===== config.mk =====
export PLATFORM = sky130hd
export DESIGN_NAME = mshr_control
export DESIGN_NICKNAME = d
export VERILOG_FILES = /design/src/rtl/mshr_pkg.sv /design/src/rtl/mshr_control.sv
export SDC_FILE = /design/constraint.sdc
export NUM_CORES = 1
export LEC_CHECK = 0
export ABC_AREA = 0
export BUFFER_PORTS_ARGS = -buffer_cell sky130_fd_sc_hd__clkbuf_2
export CORE_MARGIN = 1.5
export CORE_UTILIZATION = 30
export CTS_CLUSTER_DIAMETER = 60
export CTS_CLUSTER_SIZE = 14
export DETAILED_ROUTE_END_ITERATION = 16
export PLACE_DENSITY_LB_ADDON = 0.05
export SYNTH_ARGS = -nofsm -noshare
export SYNTH_HDL_FRONTEND = slang
export SYNTH_SLANG_ARGS = --single-unit

===== constraint.sdc =====
create_clock -name clk_i -period 1.9 [get_ports clk_i]
set_clock_uncertainty 0.15 [all_clocks]
set_input_delay 0.38 -clock clk_i [delete_from_list [all_inputs] [get_ports clk_i]]
set_output_delay 0.38 -clock clk_i [all_outputs]
set_load 0.02 [all_outputs]

===== src/rtl/mshr_pkg.sv =====
`timescale 1ns / 1ps
`default_nettype none
package mshr_pkg;
  localparam int Depth = 16;
  localparam int SlotW = 4;
  localparam int CntW  = 5;
  localparam int AddrW = 58;
  localparam int DataW = 64;
  localparam int MetaW = 32;
  localparam int CycW  = 48;

  localparam logic [1:0] OpAlloc = 2'd0;
  localparam logic [1:0] OpFill  = 2'd1;
  localparam logic [1:0] OpDrain = 2'd2;

  localparam logic [2:0] OutAlloc    = 3'd0;
  localparam logic [2:0] OutFull     = 3'd1;
  localparam logic [2:0] OutFillOk   = 3'd2;
  localparam logic [2:0] OutFillMiss = 3'd3;
  localparam logic [2:0] OutDrained  = 3'd4;
  localparam logic [2:0] OutNone     = 3'd5;

  localparam logic [CycW-1:0] CycMax = {CycW{1'b1}};

  typedef struct packed {
    logic latch;      // capture request
    logic do_alloc;
    logic do_fill;
    logic scan_clear; // start min scan
    logic scan_step;
    logic drain_pick; // mark+free current drain slot
    logic drain_step;
    logic emit_pick;  // show marked slot
    logic emit_step;
  } ctrl_t;

  typedef struct packed {
    logic [1:0] op;
    logic       free_found;
    logic       match_found;
    logic       drain_hit;   // current drain slot completed
    logic       drain_end;   // cursor at last slot
    logic       room_left;   // room after this pick
    logic       room_zero;
    logic       scan_end;
    logic       pick_hit;    // current slot marked for output
    logic       pick_last;   // no other marked slot left
  } stat_t;
endpackage
`default_nettype wire


===== src/rtl/mshr_control.sv =====
`timescale 1ns / 1ps
`default_nettype none
module mshr_control
  import mshr_pkg::*;
(
  input  wire logic  clk_i,
  input  wire logic  rst_ni,
  input  wire logic  start_i,
  output logic       busy_o,
  input  wire stat_t stat_i,
  output ctrl_t      ctrl_o,
  output logic       valid_o,
  output logic       last_o
);
  // drained slots are marked first and shown once the min scan has finished
  typedef enum logic [2:0] {
    S_IDLE, S_EXEC, S_DRAIN, S_SCAN, S_EMIT, S_OUT
  } state_e;
  state_e state_q;
  logic   any_q;
  logic   drain_exit;

  assign drain_exit = stat_i.drain_end || (stat_i.drain_hit && !stat_i.room_left);

  always_comb begin
    ctrl_o = '0;
    ctrl_o.latch = (state_q == S_IDLE) && start_i;
    unique case (state_q)
      S_EXEC: begin
        ctrl_o.do_alloc = (stat_i.op == OpAlloc);
        ctrl_o.do_fill  = (stat_i.op == OpFill);
        ctrl_o.scan_clear = (stat_i.op == OpFill) && stat_i.match_found;
      end
      S_DRAIN: begin
        ctrl_o.drain_pick = stat_i.drain_hit;
        ctrl_o.drain_step = 1'b1;
        ctrl_o.scan_clear = drain_exit && (stat_i.drain_hit || any_q);
      end
      S_SCAN: ctrl_o.scan_step = 1'b1;
      S_OUT: begin
        ctrl_o.emit_pick = stat_i.pick_hit;
        ctrl_o.emit_step = 1'b1;
      end
      default: ;
    endcase
  end

  assign busy_o = (state_q != S_IDLE);

  always_ff @(posedge clk_i or negedge rst_ni) begin
    if (!rst_ni) begin
      state_q <= S_IDLE; valid_o <= 1'b0; last_o <= 1'b0; any_q <= 1'b0;
    end else begin
      valid_o <= 1'b0; last_o <= 1'b0;
      unique case (state_q)
        S_IDLE: if (start_i) state_q <= S_EXEC;
        S_EXEC: begin
          any_q <= 1'b0;
          if (stat_i.op == OpAlloc) begin
            valid_o <= 1'b1; last_o <= 1'b1; state_q <= S_IDLE;
          end else if (stat_i.op == OpFill) begin
            if (stat_i.match_found) state_q <= S_SCAN;
            else begin valid_o <= 1'b1; last_o <= 1'b1; state_q <= S_IDLE; end
          end else if (stat_i.op == OpDrain && !stat_i.room_zero) begin
            state_q <= S_DRAIN;
          end else begin
            valid_o <= 1'b1; last_o <= 1'b1; state_q <= S_IDLE;
          end
        end
        S_DRAIN: begin
          if (stat_i.drain_hit) any_q <= 1'b1;
          if (drain_exit) begin
            state_q <= S_IDLE;
            if (stat_i.drain_hit || any_q) state_q <= S_SCAN;
            else begin valid_o <= 1'b1; last_o <= 1'b1; end
          end
        end
        S_SCAN: begin
          if (stat_i.scan_end) state_q <= (stat_i.op == OpDrain) ? S_OUT : S_EMIT;
        end
        S_EMIT: begin
          valid_o <= 1'b1; last_o <= 1'b1; state_q <= S_IDLE;
        end
        S_OUT: begin
          if (stat_i.pick_hit) begin
            valid_o <= 1'b1;
            if (stat_i.pick_last) begin
              last_o <= 1'b1; state_q <= S_IDLE;
            end
          end
        end
        default: state_q <= S_IDLE;
      endcase
    end
  end
endmodule
`default_nettype wire


Word level (Yosys, flattened, before mapping)

Index checks and enable logic that the tools add are counted.
Widths: inputs -> output; s select.

Bits in registers: 6
Input port bits: 14
Output and inout port bits: 12
Word-level logic and storage cells: 62

Eq/ne operators: 13
Multiplexer cells: 30
Reductions and logical operators: 15

Operators with widths:

| operator           | number |
|---|---|
| $mux 3             | 7 |
| $pmux 3 s5         | 1 |
| $mux 1             | 12 |
| $mux 2             | 6 |
| $ne 2x2->1 const B | 6 |
| $pmux 1 s4         | 2 |
| $eq 3x2->1 const B | 2 |
| $eq 3x3->1 const B | 2 |
| $logic_and 1x1->1  | 5 |
| $reduce_and 5->1   | 1 |
| $pmux 1 s2         | 2 |
| $eq 3x1->1 const B | 1 |
| $logic_not 3->1    | 1 |
| $reduce_bool 3->1  | 1 |
| $eq 2x1->1 const B | 1 |
| $eq 2x2->1 const B | 1 |
| $logic_not 1->1    | 2 |
| $logic_not 2->1    | 1 |
| $logic_or 1x1->1   | 2 |
| $reduce_and 2->1   | 1 |
| $reduce_bool 2->1  | 1 |

Depth between registers and ports, before layout

Gate-level depths: netlist of run 1.

Word-level depth: 6
Gate-level depth with buffers: 5

Least setup slack after synthesis of run 1

OpenSTA, ideal clock, no wires.

Path kind: reg2out
From: register state_q[2]
To: output port ctrl_o[5] (netlist bit)
Data arrival time: 1.551 ns
Required time: 1.370 ns
Path slack: -0.181 ns
Cell stages (with the launch flop): 5
Buffers on the path: 1
Path through: dfrtp_1 buf_2 nand2b_1 nor4b_2 a22o_1

RTL lines:

| item                   | RTL line           | text |
|---|---|---|
| from (decl)            | mshr_control.sv:19 | `state_e state_q;` |
| from (signal assigned) | mshr_control.sv:79 | `if (stat_i.scan_end) state_q <= (stat_i.op == OpDrain) ? S_OUT : S_EMIT;` |
| to (decl)              | mshr_control.sv:11 | `output ctrl_t ctrl_o,` |

==> results.md, run 1 <==
- Layout Cells excl Fill: 106
- Syn nets: 71
- CTS tree: built
- Comb pwr share: 0.658
- Maximum clock path buffer count: 2
- Rel. slew slack: 0.801
- RSZ-0062 raised after global routing: true
- Syn Area/Cell: 8.43 um^2
- CP startpoint kind: register
- # setup viols final: 0
- First-pass GRT wire length: 2.24 mm
- Net switching power: roughly 0.49 mW
- FF+latch area: approximately 150 um^2
- Endpoints failing hold: 0
- Static leakage: 0.385 nW
- RePlAce Congestion: 0.723
- Initial DRT Pass Iterations: 4
- Clk Latency, worst-skew pair: 0.25 ns
- Post-synthesis mux area share: 0
- Seq pwr share: 0.224
- Initial core utilization: 0.319
- Placed Cells: 97
- Number of diodes: 0
- Design Power: 1.05 mW
- RR Endpoint: state_q[1]
- Gr usage total: 0.170
- Area of the multi-input gates: between 300 and 400 um^2
- Synth-to-layout area growth: 61.7%
- Area contributors post-synth: dfrtp_1, a21oi_1, and3_1, nor2_1, o41ai_2
- Worst Hold Path EP: state_q[2]
- Vias in the first global route: approximately 540
- Slew @ Worst Pin: 0.297 ns
- Filler cells: 153
- Fin crit period: 1.89 ns
- Max Slew Vio Count: 0
- Mapped Area: 480 um^2
- Hpwl dp: 1.00 mm
- Chip width: 43.0 um
- Post-synth ARST share: 1.00
- H-tree levels: 1
- Post-detailed-route count of antenna-violating nets: 0
- Synth Area in Compound Gates: 0.289
- Total die area: 1850 um^2
- DRC Markers: 0
- Hold_sp: stat_i[2]
- Simple-gate share of the synthesized area: 0.352
- GR Overflow Total: 0
- Drt first-iter violations: 8
- Clock sinks: 6
- Core area: 1510 um^2
- Final-stage net count: roughly 110
- Register area share after synthesis: 0.313
- Crit path kind: register to primary output
- Final worst path period share: 0.992
- Post-Synth XOR/XNOR Area: 0
- MaxCap Viol Count: 0
- Die height: 43.0 um
- WL per Instance: 13.5 um
- Largest family of logic cells by synthesized area: simple AND/OR/NAND/NOR gates
- Synth top area share: 0.313
- WP data arrival: 1.36 ns
- Post-synth EDFFs: 0
- Fmax: 0.530 GHz
- Cell Pwr Density: about 1400 nW/um^2
- Largest net degree at the start of global routing: 14
- Syn. warnings: 0
- Power share of the clock group: 0.118
- Final wirelength: approximately 1.4 mm
- Worst-path fanout max: 3
- Switching Share: 0.461
- Root Buffer: clkbuf_4
- Design Area, Final: 777 um^2
- Vias/cell: roughly 5.6
- Main synth FF type: dfrtp_1
- FF-to-FF path depth: 5
- Share of cells above drive strength 1: 0.511
- Hold crit path type: primary input to register
- Dominant cell type by area after synthesis: dfrtp_1
- CTS buffer count: 3
- Yosys cell types: 32
- Synth Area in Adders: 0
- #FFs+latches synth: 6
- Initial antenna violation count: 0
- Crit end category: primary output
- Reg2reg setup slack: roughly 0.24 ns
- Status: finished, final reports clean
- Worst EP required: ~1.4 ns
- IO buf count: 24
- Row cnt: 14
- Hold Path Cell Cnt: 3
- Clk pin slew, worst setup/hold paths: around 0.050 ns
- VDD IR-drop max: around 0.00057 V
- Internal power: 0.567 mW
- Placed Area: around 640 um^2
- Worst r2r src: state_q[1]
- I/O Pins: 26
- Via count: 595
- Cell count after synthesis: 57
==> flip-flops by register name, indices dropped and copies added, names as in the netlist <==
| name | cells |
|---|---|
| state_q | 3 |
| last_o | 1 |
| any_q | 1 |
| valid_o | 1 |
==> worst max-delay path by stage <==
stage,start,end,slack (ns),cells past startpoint
after global routing,state_q[2],ctrl_o[5],-0.03,4
after detailed placement,state_q[1],ctrl_o[5],0.19,4
after floorplan,state_q[2],ctrl_o[5],0.01,4
final,state_q[2],ctrl_o[5],0.01,4
after global placement,state_q[1],ctrl_o[5],0.18,4
after CTS,state_q[2],ctrl_o[5],-0.006,4
==> critical path, stage by stage (launching register included) <==
cell and delay (ns):
dfrtp_1 0.41, nand2b_4 0.16, nor4b_4 0.23, a22o_1 0.18, buf_6 0.12
==> through the flow <==
stage / setup TNS, ns / worst slack, ns / hold WS, ns / utilization
2_1_floorplan: 0 / 0.0129 / -0.0656 / -
3_3_place_gp: 0 / 0.181 / 0.0726 / 0.428
3_5_place_dp: 0 / 0.191 / 0.0703 / 0.428
4_1_cts: -0.00638 / -0.00574 / 0.300 / 0.482
5_1_grt: -0.0294 / -0.0294 / 0.316 / 0.516
6_report: 0 / 0.0148 / 0.297 / 0.516
==> cell usage in the layout, fill, tap and decap left out, types with 2 or more instances in the layout <==
cell,instances
and2_1,2
clkbuf_4,3
and3_1,3
o22ai_1,2
buf_4,10
nand2_1,3
a31oi_1,2
nand3b_1,2
a21oi_1,5
o21ai_1,2
dfrtp_2,2
clkbuf_2,18
nand2b_4,2
nor2_1,4
dfrtp_1,4
buf_6,3
==> layout make-up <==
class / instances / area share
Clock buffer: 3 / 0.0290
Inverter: 2 / 0.00966
Multi-Input combinational cell: 46 / 0.464
Sequential cell: 6 / 0.196
Tap cell: 16 / 0.0258
Timing Repair Buffer: 33 / 0.275
==> synth_stat cells (all sizes together) (2+ instances only) <==
cell / number
nor2b: 2
a21oi: 5
and2: 2
and3: 3
buf: 3
inv: 2
dfrtp: 6
nand2: 3
nor3: 2
nand3b: 2
o22ai: 2
a31oi: 2
nand2b: 2
o21ai: 3
nor2: 5
==> per-layer routing <==
layer  GRT usage  vias up  wire length (um)
met5           0        -                 0
li1            -      287                 -
met1       0.194      280               633
met4       0.127        0                19
met3      0.0383        2                88
met2       0.273       26               687
==> logic make-up after synthesis <==
group,count (synthesis)
flops,6
buf+inv,5
compound gates,20
simple gates,26
==> repair_timing <==
item	in CTS	in global routing
buffers inserted	2	3
hold buffers	1	0
gates resized for setup	10	13
hold endpoints to repair	6	0
setup endpoints to repair	5	6
pin swaps	2	2
==> power groups by stage <==
stage	Clock, mW	Combinational (mW)	Sequential [mW]
final	0.124	0.693	0.236
after global routing	0.132	0.748	0.242
after CTS	0.125	0.633	0.233
after detailed placement	0	0.566	0.226
after global placement	0	0.565	0.229
after floorplan	0	0.395	0.240
(Power assumes the default switching activity.)
==> run 2, diff against run 1 <==
--- a/config.mk
+++ b/config.mk
@@ -12,6 +12,7 @@
 export CTS_CLUSTER_DIAMETER = 60
 export CTS_CLUSTER_SIZE = 14
 export DETAILED_ROUTE_END_ITERATION = 16
+export MAX_ROUTING_LAYER = met4
 export PLACE_DENSITY_LB_ADDON = 0.05
 export SYNTH_ARGS = -nofsm -noshare
 export SYNTH_HDL_FRONTEND = slang
==> constraint.sdc (replaced) <==
create_clock -name clk_i -period 2.4 [get_ports clk_i]
set_clock_uncertainty 0.15 [all_clocks]
set_input_delay 0.48 -clock clk_i [delete_from_list [all_inputs] [get_ports clk_i]]
set_output_delay 0.48 -clock clk_i [all_outputs]
set_load 0.02 [all_outputs]
==> run 2 against run 1 <==
  * Routed wire length decreased by 16%
  * Sequential cell count did not move
  * Non-clock buffer count fell by 7
  * Die area stayed put
  * Critical path type unchanged
  * Largest cell class unchanged
==> results.md, run 2 (synthesis results as in run 1) <==
- Final wirelength: 1.20 mm
- Number of diodes: 0
- CP startpoint kind: register
- Synth-to-layout area growth: 34.4%
- Gr usage total: 0.152
- MaxCap Viol Count: 0
- Vias in the first global route: 473
- Cts repair resizes: 0
- FF+latch area: 150 um^2
- Row cnt: 14
- Clk Latency, worst-skew pair: 0.24 ns
- Drt first-iter violations: 12
- VDD IR-drop max: between 0.0004 and 0.0005 V
- Hold crit path type: register to register
- Final worst path period share: 0.934
- IO buf count: 24
- Static leakage: 0.330 nW
- Most flop-heavy register: state_q
- Largest net degree at the start of global routing: 14
- Maximum clock path buffer count: 2
- Core area: approximately 1500 um^2
- Design Area, Final: around 650 um^2
- Vias/cell: 5.29
- Most frequent cells in the layout: clkbuf_2, dfrtp_1, nor2_1, a21oi_1
- GR Overflow Total: 0
- Final-stage net count: 99
- CTS buffer count: 3
- DRC Markers: 0
- Filler cells: 166
- Area of the multi-input gates: 308 um^2
- Fin crit period: 2.24 ns
- Cell Pwr Density: approximately 1000 nW/um^2
- Worst-path fanout max: 9
- Worst EP required: 1.77 ns
- Share of cells above drive strength 1: 0.398
- Fmax: 0.446 GHz
- Initial core utilization: 0.319
- WL per Instance: 12.1 um
- CTS tree: built
- Hpwl dp: about 940 um
- First-pass GRT wire length: 1.99 mm
- Leading cell type in the layout, fill and taps excluded: clkbuf_2
- Placed Area: 613 um^2
- Slew @ Worst Pin: about 0.5 ns
- Die height: 43.0 um
- RePlAce Congestion: ~0.79
- Rel. slew slack: 0.667
- RSZ-0062 raised after global routing: false
- Clock sinks: 6
- Worst setup margin: 0.157 ns
- Root Buffer: clkbuf_4
- Max reg flops: 3
- Clk pin slew, worst setup/hold paths: 0.04 ns
- Crit end category: primary output
- Layout Utilization: 0.429
- Max Slew Vio Count: 0
- Status: finished, final reports clean
- Total die area: between 1500 and 2000 um^2
- I/O Pins: 26
- Chip width: 43.0 um
- # setup viols final: 0
- Initial antenna violation count: 0
- Endpoints failing hold: 0
- Setup TNS: 0 ns
- Post-detailed-route count of antenna-violating nets: 0
- Crit path kind: register to primary output
- Via count: 524
- H-tree levels: 1
- DP Worst Slack: 0.408 ns
- Initial DRT Pass Iterations: 4
- WP data arrival: 1.61 ns
==> run 2: path summary, 6_finish.rpt <==
path                            start         end  slack (ns)  cells after the start
max in group asynchronous      rst_ni  state_q[2]        1.50                      2
hold reg to reg                 any_q       any_q        0.37                      2
setup / recovery           state_q[2]   ctrl_o[5]        0.16                      4
hold / removal                  any_q       any_q        0.37                      2
min in group asynchronous      rst_ni       any_q        0.44                      2
setup reg to reg           state_q[1]  state_q[0]        0.76                      4
==> run 2: cell type report <==
cell class	count	share of cell area
repair buffers	26	0.213
well taps	16	0.0310
clock buffers	3	0.0349
multi-input cells	46	0.477
flip-flops and latches	6	0.233
inverters	2	0.0116
==> run 2: where the power goes <==
group	switching [mW]	internal [mW]
Combinational	0.229	0.162
Clock	0.0353	0.0565
Sequential	0.0536	0.139
Total	0.318	0.357
==> run 2: stage by stage <==
step	cells	total power, mW	hold slack, ns
6_report	99	0.675	0.371
3_3_place_gp	95	0.591	0.171
3_5_place_dp	95	0.586	0.169
4_1_cts	99	0.683	0.378
5_1_grt	99	0.736	0.412
2_1_floorplan	57	0.475	0.0344
==> run 2: worst max-delay path: stages (launching register included) <==
cell      delay, ns
dfrtp_1        0.46
nand2b_1       0.28
nor4b_2        0.29
a22o_1         0.17
clkbuf_2       0.16
==> run 2: routing by layer <==
metal	up-vias	share of wire	track usage
li1	265	-	-
met3	2	0.073	0.0766
met1	243	0.47	0.182
met5	-	0	-
met2	14	0.45	0.227
met4	0	0.0050	0.0364
==> run 2: what timing repair did <==
item                      CTS  global route
hold endpoints to repair    6             0
setup buffers               0             0
hold buffers                1             0
